<file path="config.mk">
export PLATFORM = sky130hd
export DESIGN_NAME = ovs_cell
export DESIGN_NICKNAME = d
export VERILOG_FILES = /design/src/rtl/assert_macros.svh /design/src/rtl/ovs_pkg.sv /design/src/rtl/ovs_cell.sv
export SDC_FILE = /design/constraint.sdc
export NUM_CORES = 1
export LEC_CHECK = 0
export BUFFER_PORTS_ARGS = -buffer_cell sky130_fd_sc_hd__buf_4
export CELL_PAD_IN_SITES_DETAIL_PLACEMENT = 1
export CELL_PAD_IN_SITES_GLOBAL_PLACEMENT = 2
export CORE_MARGIN = 4
export CORE_UTILIZATION = 29
export CTS_CLUSTER_SIZE = 8
export DETAILED_ROUTE_END_ITERATION = 6
export GPL_TIMING_DRIVEN = 0
export PLACE_DENSITY_LB_ADDON = 0.25
export SYNTH_ARGS = -nofsm -noshare
export SYNTH_HDL_FRONTEND = slang
export SYNTH_SLANG_ARGS = --single-unit
</file>
<file path="constraint.sdc">
create_clock -name clk -period 6.07 [get_ports clk]
set_input_delay 1.5175 -clock clk [delete_from_list [all_inputs] [get_ports clk]]
set_output_delay 1.5175 -clock clk [all_outputs]
set_load 0.01 [all_outputs]
</file>
<file path="src/rtl/assert_macros.svh">
// Assertion macros used by the sorter top level.
`ifndef ASSERT_MACROS_SVH
`define ASSERT_MACROS_SVH

// Check that an expression holds at every clock edge outside reset.
`define OVS_ASSERT_ALWAYS(lbl, expr, msg) \
  lbl: assert property (@(posedge clk) disable iff (!rst_n) (expr)) else $error(msg);

// Check that an antecedent is followed by a consequent in the next cycle.
`define OVS_ASSERT_NEXT(lbl, ante, cons, msg) \
  lbl: assert property (@(posedge clk) disable iff (!rst_n) (ante) |=> (cons)) \
    else $error(msg);

`endif

</file>
<file path="src/rtl/ovs_pkg.sv">
// Package with shared constants and types of the ordered value sorter.
`timescale 1ns / 1ps
package ovs_pkg;

  // Defaults for the top-level parameters
  localparam int MAX_ITEMS_DEF  = 64;
  localparam int DATA_WIDTH_DEF = 32;

  // Fixed width of the value fields on the channels
  localparam int VALUE_W = 32;

  // Control handed from the sequencer to every cell
  typedef struct packed {
    logic shift;  // move the held values one cell toward the head
    logic desc;   // 1 keeps the larger value, 0 the smaller one
  } ctl_t;

endpackage

</file>
<file path="src/rtl/ovs_cell.sv">
// One insertion cell: keeps the better of its held value and the arriving one.
`timescale 1ns / 1ps
module ovs_cell #(
  parameter int DATA_WIDTH = ovs_pkg::DATA_WIDTH_DEF
) (
  input  logic                  clk,
  input  logic                  rst_n,
  input  ovs_pkg::ctl_t         ctl_i,
  // token arriving from the cell toward the head
  input  logic                  tok_vld_i,
  input  logic [DATA_WIDTH-1:0] tok_dat_i,
  // token passed on toward the tail
  output logic                  tok_vld_o,
  output logic [DATA_WIDTH-1:0] tok_dat_o,
  // held value of the neighbor toward the tail, taken on a shift
  input  logic                  nbr_vld_i,
  input  logic [DATA_WIDTH-1:0] nbr_dat_i,
  // held value of this cell
  output logic                  held_vld_o,
  output logic [DATA_WIDTH-1:0] held_dat_o
);
  import ovs_pkg::*;

  logic                  held_vld_r, held_vld_nxt;
  logic [DATA_WIDTH-1:0] held_dat_r, held_dat_nxt;
  logic                  tok_vld_r, tok_vld_nxt;
  logic [DATA_WIDTH-1:0] tok_dat_r, tok_dat_nxt;
  logic                  better;

  // Compare as signed numbers in the selected direction
  assign better = ctl_i.desc ? ($signed(tok_dat_i) > $signed(held_dat_r))
                             : ($signed(tok_dat_i) < $signed(held_dat_r));

  // Keep the better value, pass the other one on; on a shift take the neighbor's held value
  always_comb begin
    held_vld_nxt = held_vld_r;
    held_dat_nxt = held_dat_r;
    tok_vld_nxt  = 1'b0;
    tok_dat_nxt  = tok_dat_r;
    if (ctl_i.shift) begin
      held_vld_nxt = nbr_vld_i;
      held_dat_nxt = nbr_dat_i;
    end else if (tok_vld_i) begin
      if (!held_vld_r) begin
        held_vld_nxt = 1'b1;
        held_dat_nxt = tok_dat_i;
      end else if (better) begin
        held_dat_nxt = tok_dat_i;
        tok_vld_nxt  = 1'b1;
        tok_dat_nxt  = held_dat_r;
      end else begin
        tok_vld_nxt  = 1'b1;
        tok_dat_nxt  = tok_dat_i;
      end
    end
  end

  always_ff @(posedge clk) begin
    if (!rst_n) begin
      held_vld_r <= 1'b0;
      tok_vld_r  <= 1'b0;
    end else begin
      held_vld_r <= held_vld_nxt;
      tok_vld_r  <= tok_vld_nxt;
    end
    held_dat_r <= held_dat_nxt;
    tok_dat_r  <= tok_dat_nxt;
  end

  assign tok_vld_o  = tok_vld_r;
  assign tok_dat_o  = tok_dat_r;
  assign held_vld_o = held_vld_r;
  assign held_dat_o = held_dat_r;

endmodule

</file>
==> results of run 1 <==
## final cells by class
type | instances | area (um2) | area share [%]
Tap cell | 172 | 215 | 4.04
Multi-Input combinational cell | 169 | 1670 | 31.4
Sequential cell | 66 | 1960 | 36.8
Timing Repair Buffer | 136 | 1050 | 19.7
Inverter | 34 | 128 | 2.39
Buffer | 7 | 48.8 | 0.916
Clock inverter | 4 | 18.8 | 0.352
Clock buffer | 12 | 236 | 4.44
## placed cells by master, fill, tap and decap left out, types with 2 or more instances in the layout
master     count
nand4_1        7
ha_1          32
buf_6          3
nor3_1         6
nor2b_1        2
mux2_4        30
dfxtp_1        2
o21ai_0        7
nor2_1         7
mux2_2        33
a211oi_1       2
nand2_1       11
clkbuf_16      9
clkinv_2       3
edfxtp_1      64
nand3_1        5
buf_4        134
a21oi_1       10
inv_1         34
clkbuf_1       6
## sequential cells by signal, indices dropped and copies added (netlist names)
name / cells
held_dat_o: 32
tok_dat_o: 32
held_vld_o: 1
tok_vld_o: 1
## worst paths after layout
check | start | end | cells after the start
worst max-delay path | tok_dat_i[31] | held_dat_o[18] | 11
worst min-delay path | held_vld_o | held_vld_o | 1
worst min register to register | held_vld_o | held_vld_o | 1
worst max register to register | held_dat_o[31] | held_dat_o[18] | 11
## power by group through the flow
stage / Combinational [uW] / Sequential [uW] / Clock [uW]
2_1_floorplan: 178 / 590 / 0
3_3_place_gp: 317 / 579 / 0
3_5_place_dp: 332 / 578 / 0
4_1_cts: 334 / 569 / 483
5_1_grt: 360 / 573 / 497
6_report: 326 / 568 / 462
## layer usage
metal	share of wire, %	routed length (um)	track usage, %
met5	0	0	0
met3	5.2	520	3.64
met2	49	4880	22.2
met1	44	4400	16.9
met4	2.5	250	7.00
## metrics by stage
stage | cell area (um2) | power [uW]
3_3_place_gp | 5010 | 897
5_1_grt | 5330 | 1430
2_1_floorplan | 3790 | 768
4_1_cts | 5330 | 1390
6_report | 5330 | 1360
3_5_place_dp | 5070 | 910
## logic make-up (layout without fill, tap and decap cells)
family	count (synthesis)	count (layout)	synth area share, %
AOI/OAI and AO/OA	29	29	5.15
adders and majority gates	32	32	10.6
and+or+nand+nor	44	44	5.84
buffers and inverters	41	193	4.65
muxes	64	64	22.0
DFF	66	66	51.7
==> results.md, run 1 <==
Run status:
- The run finished with clean final reports.

STA:
- The final count of pins violating max slew is 0.
- The worst path in the final design needs a cycle of between 4 and 5 ns, including I/O delays and setup.
- The aggregate negative setup slack is 0 ns.
- The worst path uses a little under three quarters of the clock period.
- The number of endpoints with negative hold slack in the final report is 0.
- Setup violations remaining at the end of the flow were counted as 0.
- Derived from the worst setup path, the maximum achievable clock frequency is about 230 MHz.
- For the final database, setup skew stands at approximately 0.0037 ns.
- Setup repair after global routing left no endpoint under its margin.
- For the pin with the worst max-slew slack, the measured transition is roughly 0.89 ns.
- The tightest hold path in the finished design has a slack of 0.537 ns.
- The worst path setup slack after routing is between 1.5 and 2 ns.
- The relative slew slack is roughly two fifths.

Worst setup path:
- The signal on the critical path passes through buf_4 -> ha_1 -> nand2_1 -> nor3_1 -> o22ai_1 -> or2_2 -> a31oi_4 -> a21oi_1 -> a311oi_4 -> buf_8 -> buf_16.
- The cell family contributing the most delay on the critical path is compound AO/OA/AOI/OAI gates.
- The nature of the critical path startpoint is an input port.
- Data arrives at the worst endpoint at approximately 4.4 ns.
- The biggest cell delay along the critical path is around 0.72 ns.
- The setup check on the worst reg-to-reg path leaves a slack of between 2 and 3 ns.
- Data on the critical path is required at its endpoint by 6.11 ns.
- The critical path in this run is classified as in -> reg.
- The slowest cell on the critical path is a311oi_4.
- Counting both buffers and inverters, the worst setup path holds a total of 3.
- The worst setup path is captured at a register.
- The top fanout value on the critical path is 15.

Clock tree:
- Counting the buffers created by CTS gives 9.
- The number of levels the H-tree was split into is 3.
- The root buffer selected by CTS is clkbuf_16.
- The clock transition at the register clock pins on the worst setup and hold paths after CTS is about 0.050 ns.
- The TritonCTS clock tree is yes.
- The maximum buffer depth of the clock tree is 2.
- Hold repair after CTS inserted 0 buffers.
- The number of gates resized after CTS is 0.
- The tree built by TritonCTS fans out to 66 sinks.
- The number of setup buffers added after CTS is 0.
- At the later pin of the worst-skew pair, clock insertion delay measures roughly 0.33 ns.

Floorplan:
- The die covers between 10000 and 15000 um2.
- The initial core utilization is a little under 30%.
- In this run the horizontal extent of the chip is approximately 120 um.
- In this run the vertical extent of the chip is between 100 and 150 um.
- The number of I/O pins is between 100 and 150.
- The core box area is approximately 13000 um2.
- The row count is 41.

Drt:
- The detailed-route wire length is around 10000 um.
- In the routed design, unresolved DRC markers number 0.
- The routed layout has 2717 vias.
- After detailed routing, the number of vias per cell comes to 4.53.
- The average wire per cell in the routed design is approximately 17 um.
- The count of routing violations after the opening detailed-route iteration is 67.
- The number of nets still failing antenna checks after routing is 0.
- The number of iterations in the first detailed-routing pass is 4.

GRT:
- The initial antenna violation count came to 0.
- The via count of the first global-routing pass is roughly 2900.
- Summed over all layers, the global routing overflow is 0.
- The overall routing resource usage is 13.7%.
- The first global-routing pass estimated 15300 um of wire.
- The maximum number of pins on one net before global-route repair is 33.

Finish:
- Excluding fillers, the count of instances in the completed layout stands at 600.
- The final core area utilization is between 40% and 50%.
- The antenna diode count is 0.
- After filler insertion, the fill cell instance count of the layout stands at 1426.
- The fraction of final layout cells sized beyond drive strength 1 is around 52%.
- Compared with the post-synthesis result, the final layout area differs by 40.6%.
- The number of nets in the layout is about 530.

Pwr:
- In this run switching power makes up roughly a quarter of total power.
- The clock share of power is around a third.
- Summed over all nets, the switching power comes to 355 uW.
- Summed over all cells, the static leakage comes to 0.00237 uW.
- The ratio of total power to cell area is about 250 nW/um2.
- In this run, the combinational gates consume about a quarter of the power.
- The worst ir drop on vdd is ~0.11 mV.
- Cell internal power was estimated by the tool at approximately 1000 uW.
- Sequential cells burn a little over two fifths of the power.

Yosys:
- The main flop type after synthesis is edfxtp_1.
- Of all flip-flops after synthesis, the portion carrying an async set or reset was 0%.
- The number of synthesized register bits is 66.
- The portion of the post-synthesis area used by sequential elements is between 50% and 60%.
- Ranked by total cell area, the synthesized netlist is headed by edfxtp_1 (51%), mux2_4 (12%), ha_1 (11%).
- After technology mapping, the gate count stands at about 280.
- Averaged over all synthesized cells, the footprint is 13.7 um2.
- The area share of the leading cell type in the synthesized netlist is between 50 and 60%.
- Counting every net in the synthesized netlist gives approximately 380.
- Yosys instantiated no cell more often than edfxtp_1.
- In this run, synthesis inferred 64 flip-flops with an integrated enable.
- The synthesized design spends more area on one cell type than any other, namely edfxtp_1.
- The netlist uses 35 different library cells.
- The total of warnings raised by yosys is 0.
- The mapped netlist covers 3790 um2.
- Ranked by instance count, the synthesized netlist is headed by edfxtp_1 (64), inv_1 (34), mux2_2 (33), ha_1 (32), mux2_4 (30).

Run:
- Max-cap violations in this run came to 0.

Placed design:
- At the end of routability-driven placement, the weighted congestion stood at about 0.75.
- OpenSTA, run right after detailed placement, puts the worst setup slack at approximately 1.3 ns.
- Port buffering added ~130 buffers.
- The cell count after placement is 584.
- The half-perimeter wire length of the detailed placement result is around 8000 um.

Min path:
- The path class of the tightest hold or removal check is reg -> reg.
No activity file was read; power rests on OpenSTA's default activity.
==> run 2: changes to the inputs <==
--- a/config.mk
+++ b/config.mk
@@ -9,7 +9,7 @@
 export CELL_PAD_IN_SITES_DETAIL_PLACEMENT = 1
 export CELL_PAD_IN_SITES_GLOBAL_PLACEMENT = 2
 export CORE_MARGIN = 4
-export CORE_UTILIZATION = 29
+export CORE_UTILIZATION = 32
 export CTS_CLUSTER_SIZE = 8
 export DETAILED_ROUTE_END_ITERATION = 6
 export GPL_TIMING_DRIVEN = 0
==> constraint.sdc (replaced) <==
create_clock -name clk -period 4.46 [get_ports clk]
set_input_delay 1.115 -clock clk [delete_from_list [all_inputs] [get_ports clk]]
set_output_delay 1.115 -clock clk [all_outputs]
set_load 0.01 [all_outputs]
==> run 2 against run 1 <==
Effect of this change:
- die area down 8.8%
- routed wire length shrank 0.72%
- via count down 0.29%
- non-clock buffer count unchanged
- combinational power up 36%
- hold slack better by 0.016 ns
- clock skew is 0.0023 ns higher
- design area decreased by 0.99%
- sequential share of layout area rose by 0.37 points
- first-iteration DRC count increased by 43%
- sequential power is 36% higher
- flip-flop and latch count unchanged
- critical path type unchanged
- largest power group unchanged
- highest routed layer unchanged
==> results.md, run 2 (same netlist as run 1, synthesis figures left out) <==
Floorplan:
- The row count was 39 (-4.9%).
- The initial core utilization is 32.9% (+3.1 points).
- The number of I/O pins is 136 (unchanged).
- The die span in y is 117 um (-4.5%).
- The core box area is 11500 um2 (-9.5%).
- The die width was 117 um (-4.5%).
- The area of the die is 13700 um2 (-8.8%).

Drt:
- The count of routing violations after the opening detailed-route iteration is 96 (+43%).
- The detailed-route wire length is 9970 um (-0.72%).
- The number of nets still failing antenna checks after routing came to 0 (unchanged).
- The average wire per cell in the routed design is 17.5 um (+4.5%).
- The detail-routed via count per cell came to 4.75 (+5.0%).
- The number of iterations in the first detailed-routing pass is 4 (unchanged).
- The vias after detailed routing is 2709 (-0.29%).
- The number of remaining DRC errors was 0 (unchanged).

Worst setup path:
- The signal on the critical path passes through buf_4 -> ha_1 -> nand2_1 -> nor3_1 -> o22ai_1 -> or2_2 -> a31oi_4 -> a21oi_1 -> a311oi_4 -> buf_8.
- The launch point of the worst reg-to-reg path is held_dat_o[31].
- STA classifies the critical path startpoint as an input port.
- The critical path start-end classification is in -> reg.
- The endpoint identified for the worst register-to-register timing path is held_dat_o[1].
- The reg-to-reg setup timing slack is 1.07 ns (-1.53 ns).
- The arrival time of data at the critical path endpoint was 3.91 ns (-0.50 ns).
- The slowest cell on the critical path is a311oi_4.
- STA classifies the critical path endpoint as a register.
- The depth of the worst register-to-register path is 10 (-1).
- The top fanout value on the critical path is 12 (-3).
- The data required time of the worst path was 4.49 ns (-1.62 ns).
- The biggest cell delay along the critical path is 0.75 ns (+0.03 ns).

Run status:
- The flow ran to the end, and the final reports show no timing, DRC or antenna violations.

Finish:
- The antenna diode count is 0 (unchanged).
- In the layout the commonest cells are buf_4 (134), edfxtp_1 (64), inv_1 (34).
- The number of filler cells placed in the layout is 1242 (-13%).
- The post-route cell area came to 5280 um2 (-0.99%).
- The final cell count without fillers came to 570 (-5.0%).
- The most frequent standard cell in the layout excluding fill and tap cells is buf_4.
- The fraction of final layout cells sized beyond drive strength 1 is 51.8% (+0.12 points).
- The number of nets in the layout came to 525 (unchanged).
- From synthesis to final layout, the design area changed by 39.2%.

GRT:
- The total congestion overflow came to 0 (unchanged).
- The via count of the first global-routing pass came to 2930 (+2.0%).
- The overall routing resource usage is 15.1% (+1.3 points).
- The initial antenna violation count is 0 (unchanged).
- The maximum number of pins on one net before global-route repair was 33 (unchanged).
- The global-route wire length before repair is 15500 um (+1.5%).

Clock tree:
- The clock transition at the register clock pins on the worst setup and hold paths after CTS is 0.05 ns (about the same).
- The number of levels the H-tree was split into is 3 (unchanged).
- TritonCTS built the clock tree.
- The clock latency of the later-clocked register in the worst-skew pair is 0.32 ns (about the same).
- The maximum buffer depth of the clock tree was 2 (unchanged).
- The number of buffers inserted by post-CTS setup repair is 0 (unchanged).
- The root buffer selected by CTS is clkbuf_16.
- The number of sinks on the clock net is 66 (unchanged).
- The number of gates resized after CTS came to 0 (unchanged).
- The number of buffers added to fix hold violations after cts is 0 (unchanged).
- The number of clock buffers inserted by TritonCTS is 9 (unchanged).

STA:
- The final critical-path required period is around 3.9 ns.
- The pin slew with the least headroom to its limit was 0.880 ns (-0.0142 ns).
- The number of endpoints with negative hold slack in the final report is 0 (unchanged).
- The worst clock skew is 0.00601 ns (+0.00227 ns).
- The aggregate negative setup slack is 0 ns (unchanged).
- The final count of pins violating max slew is 0 (unchanged).
- The final setup violation count was 0 (unchanged).
- The highest achievable clock rate is roughly 260 MHz.
- The relative slew slack is 41.3% (+0.94 points).
- Setup repair after global routing left no endpoint under its margin.
- The worst path uses approximately 87% of the clock period.

Placed design:
- The number of port buffers is 134 (unchanged).
- The half-perimeter wire length of the detailed placement result is 7770 um (-1.3%).
- The post-detailed-placement cell area is 5020 um2 (-0.96%).
- The weighted congestion at the end of routability-driven global placement was 0.717 (-3.9%).
- The cell count after placement is 555 (-5.0%).

Pwr:
- The internal power summed over all cells came to 1360 uW (+35%).
- The worst ir drop on vdd is 0.138 mV (+25%).
- The ratio of total power to cell area was 347 nW/um2 (+36%).
- The fraction of power consumed by sequential logic is 42.2% (+0.3 points).
- The leakage power of the design came to 0.00237 uW (-0.27%).
- The clock share of power is 33.7% (-0.4 points).
- The net switching share of the total power is 26.0% (-0.20 points).
- The combinational group share of total power is 24.1% (about the same).
- The switching component of the power is 475 uW (+34%).

Min path:
- The path with the worst hold slack has its endpoint at held_vld_o.
- The worst hold path begins at held_vld_o.
- In this run the worst hold path is classified as reg -> reg.
- The number of stages on the worst hold path is 1 (unchanged).

Run:
- The total of max-cap violations came to 0 (unchanged).
-- run 2: critical path: cells and delay by family --
family          cells  cell delay [ns]
buf+inv             2             0.37
fa+ha+maj           1             0.35
simple gates        3             0.80
compound gates      4             1.26
-- run 2: final cells by class --
class	count	area [um2]	share of cell area (%)
flip-flops and latches	66	1960	37.2
multi-input cells	169	1670	31.7
repair buffers	136	1040	19.6
clock buffers	10	229	4.34
well taps	143	179	3.39
inverters	34	128	2.42
plain buffers	7	48.8	0.925
clock inverters	5	22.5	0.427
-- run 2: routing by layer --
layer	track usage, %	part of all wire [%]
met1	19.8	45
met2	24.4	48
met3	3.19	5.4
met4	5.73	1.5
met5	0	0
-- run 2: how the worst max path moves through the flow --
stage	end	from	depth (start not counted)
finish	held_dat_o[1]	tok_dat_i[31]	10
global placement	held_dat_o[20]	tok_dat_i[31]	9
floorplan	held_dat_o[0]	tok_dat_i[1]	8
CTS	held_dat_o[1]	tok_dat_i[31]	10
detailed placement	held_dat_o[1]	tok_dat_i[31]	10
global route	held_dat_o[4]	tok_dat_i[31]	10
-- run 2: power by group through the flow --
stage | logic, uW | registers, uW | clock network, uW
after floorplan | 244 | 801 | 0
final | 442 | 773 | 616
after global routing | 491 | 778 | 673
after CTS | 451 | 774 | 642
after detailed placement | 449 | 786 | 0
after global placement | 432 | 786 | 0
-- run 2: stage by stage --
| stage | total power [uW] | utilization (%) | setup slack [ns] | hold slack, ns |
|---|---|---|---|---|
| finish | 1830 | 45.8 | 0.579 | 0.554 |
| global route | 1940 | 45.8 | 0.475 | 0.586 |
| CTS | 1870 | 45.8 | 0.584 | 0.554 |
| detailed placement | 1230 | 43.6 | 0.239 | 0.542 |
| global placement | 1220 | 43.3 | -1.38 | 0.511 |
| floorplan | 1050 | - | 0.0902 | 0.562 |
==> run 3: changes to the inputs <==
--- a/config.mk
+++ b/config.mk
@@ -9,7 +9,7 @@
 export CELL_PAD_IN_SITES_DETAIL_PLACEMENT = 1
 export CELL_PAD_IN_SITES_GLOBAL_PLACEMENT = 2
 export CORE_MARGIN = 4
-export CORE_UTILIZATION = 32
+export CORE_UTILIZATION = 29
 export CTS_CLUSTER_SIZE = 8
 export DETAILED_ROUTE_END_ITERATION = 6
 export GPL_TIMING_DRIVEN = 0
==> constraint.sdc (replaced) <==
create_clock -name clk -period 3.2 [get_ports clk]
set_input_delay 0.8 -clock clk [delete_from_list [all_inputs] [get_ports clk]]
set_output_delay 0.8 -clock clk [all_outputs]
set_load 0.01 [all_outputs]
==> run 3 against run 2 <==
Effect of this change:
- final cell count grew 6.7%
- clock power rose by 55%
- count of clock-buffer cells in the layout is the same
- global-route usage is 0.61 points lower
- largest power group unchanged
==> results.md, run 3 (same netlist as run 1, synthesis figures left out) <==
Floorplan:
- The row count is 41 (+5.1%).
- The area of the die is 15000 um2 (+9.6%).
- The die width is 122 um (+4.7%).
- The core box area is 12700 um2 (+10%).
- The initial core utilization is 29.8% (-3.1 points).
- The die span in y is 122 um (+4.7%).
- The number of I/O pins is 136 (unchanged).

Pwr:
- The ratio of total power to cell area is 484 nW/um2 (+39%).
- The worst ir drop on vdd is 0.263 mV (+90%).
- The leakage power of the design is 0.00248 uW (+4.7%).
- The total power after layout is 2770 uW (+51%).

Finish:
- The number of filler cells placed in the layout is 1393 (+12%).
- The fraction of final layout cells sized beyond drive strength 1 is 56.4% (+4.7 points).
- The antenna diode count came to 0 (unchanged).
- The final core area utilization was 45.0% (-0.81 points).
- The top cell types in the final layout, fill and taps aside, are buf_4 (133), edfxtp_1 (64), inv_1 (34).
- The final cell count without fillers came to 608 (+6.7%).
- The signed area change from the synthesized netlist to the final layout is 51.0%.
- The number of nets in the layout is 534 (+1.7%).
- The sequential cell area in the final layout is 1960 um2 (unchanged).
- The area occupied by multi-input gates is 1860 um2 (+11%).
- The most frequent standard cell in the layout excluding fill and tap cells is buf_4.

Worst setup path:
- The signal on the critical path passes through buf_6 -> ha_4 -> nor2b_4 -> o211ai_1 -> a2111o_1 -> a31o_4 -> a31oi_4 -> mux2i_4 -> buf_12 -> clkbuf_16 -> mux2_4.
- The launch point of the worst reg-to-reg path is held_dat_o[1].
- The critical path in this run is classified as in -> reg.
- The top fanout value on the critical path is 7 (-5).
- The data required time of the worst path was 3.28 ns (-1.21 ns).
- The biggest cell delay along the critical path was 0.40 ns (-0.35 ns).
- The reg-to-reg setup timing slack came to 0.11 ns (-0.96 ns).
- STA classifies the critical path startpoint as an input port.
- STA classifies the critical path endpoint as a register.
- The arrival time of data at the critical path endpoint is 3.25 ns (-0.66 ns).
- The depth of the worst register-to-register path is 11 (+1).
- The worst register-to-register path ends at tok_dat_o[13].
- Among all stages on the critical path, the largest delay is contributed by a2111o_1.

Placed design:
- The cell count after placement is 584 (+5.2%).
- The half-perimeter wire length of the detailed placement result was 8020 um (+3.2%).
- The weighted congestion at the end of routability-driven global placement is 0.746 (+4.1%).
- The number of port buffers is 134 (unchanged).

STA:
- The number of endpoints with negative hold slack in the final report is 0 (unchanged).
- Counting I/O delays and the setup requirement, the final critical path takes 3.17 ns.
- Static timing analysis puts the maximum clock frequency at 315 MHz.
- The relative slew slack is 41.9% (+0.53 points).
- Setup repair after global routing could not meet its margin everywhere.
- The final count of pins violating max slew is 0 (unchanged).
- The worst hold margin came to 0.537 ns (-0.0168 ns).
- The post-route clock period utilization is 99.1%.
- The pin slew with the least headroom to its limit came to 0.872 ns (-0.00797 ns).
- The aggregate negative setup slack is 0 ns (unchanged).
- The final setup violation count is 0 (unchanged).
- The worst clock skew came to 0.00842 ns (+0.00241 ns).

Clock tree:
- The clock transition at the register clock pins on the worst setup and hold paths after CTS is 0.05 ns (about the same).
- The number of levels the H-tree was split into came to 3 (unchanged).
- The number of sinks on the clock net came to 66 (unchanged).
- The clock latency of the later-clocked register in the worst-skew pair is 0.34 ns (+0.02 ns).
- The maximum buffer depth of the clock tree is 2 (unchanged).
- The root buffer selected by CTS is clkbuf_16.
- TritonCTS built the clock tree.
- The number of buffers added to fix hold violations after cts is 0 (unchanged).
- The number of clock buffers inserted by TritonCTS was 9 (unchanged).

Drt:
- The average wire per cell in the routed design is 17.8 um (+1.7%).
- The count of routing violations after the opening detailed-route iteration was 67 (-30%).
- The number of iterations in the first detailed-routing pass was 4 (unchanged).
- The detail-routed via count per cell came to 4.55 (-4.3%).
- The vias after detailed routing is 2766 (+2.1%).
- The number of remaining DRC errors was 0 (unchanged).
- The detailed-route wire length is 10800 um (+8.5%).
- The number of nets still failing antenna checks after routing is 0 (unchanged).

GRT:
- The via count of the first global-routing pass was 2980 (+1.7%).
- The overall routing resource usage was 14.4% (-0.61 points).
- The global-route wire length before repair is 15900 um (+2.7%).
- The total congestion overflow is 0 (unchanged).
- The maximum number of pins on one net before global-route repair is 33 (unchanged).
- The initial antenna violation count is 0 (unchanged).

Min path:
- The startpoint identified for the worst hold timing path is held_vld_o.
- The class of the tightest hold or removal check is reg -> reg.
- The path with the worst hold slack has its endpoint at held_vld_o.
- The number of stages on the worst hold path is 1 (unchanged).

Run status:
- The flow ran to the end, and the final reports show no timing, DRC or antenna violations.

Run:
- The total of max-cap violations came to 0 (unchanged).
-- run 3: how the worst max path moves through the flow --
stage                  startpoint             end  cells after the start
global placement    tok_dat_i[11]  held_dat_o[20]                      8
global route         tok_dat_i[0]   tok_dat_o[13]                     12
CTS                 tok_dat_i[11]   tok_dat_o[27]                      9
floorplan            tok_dat_i[1]   held_dat_o[0]                      8
detailed placement  tok_dat_i[11]   held_dat_o[8]                      9
finish               tok_dat_i[1]   tok_dat_o[13]                     11
-- run 3: critical path, delay by kind of cell --
| family | cells | cell delay (ns) |
|---|---|---|
| buffers and inverters | 3 | 0.44 |
| muxes | 2 | 0.59 |
| adders and majority gates | 1 | 0.26 |
| AOI/OAI and AO/OA | 4 | 1.02 |
| and+or+nand+nor | 1 | 0.12 |
-- run 3: stage by stage --
step                      worst slack [ns]  area (um2)
final                               0.0292        5730
after global routing               -0.0369        5730
after CTS                         -0.00288        5450
after detailed placement            -0.521        5130
after global placement               -1.24        5090
after floorplan                     -0.272        3870
-- run 3: repair_timing --
| item | in CTS | in global routing |
|---|---|---|
| buffers inserted | 4 | 2 |
| pin swaps | 1 | 11 |
| resized for setup | 1 | 26 |
| setup endpoints to repair | 62 | 32 |
| gates cloned | 0 | 3 |
-- run 3: layout make-up --
| type | count | area share, % |
|---|---|---|
| Sequential cell | 66 | 34.3 |
| Multi-Input combinational cell | 169 | 32.5 |
| Timing Repair Buffer | 145 | 21.1 |
| Clock buffer | 10 | 4.00 |
| Tap cell | 172 | 3.76 |
| Inverter | 34 | 2.23 |
| Buffer | 7 | 1.31 |
| Clock inverter | 5 | 0.809 |
-- run 3: power breakdown --
group	internal, uW	leakage (uW)	switching, uW
clock network	589	0.000135	363
logic	430	0.00171	311
registers	1040	0.000631	39.5
-- run 3: per-layer routing --
layer / global-route usage [%] / part of all wire (%) / routed length [um] / up-vias
li1: - / - / - / 1346
met4: 6.58 / 1.9 / 201 / 0
met1: 17.0 / 43 / 4630 / 1316
met5: 0 / 0 / 0 / -
met3: 4.65 / 7.0 / 758 / 14
met2: 24.0 / 48 / 5230 / 90
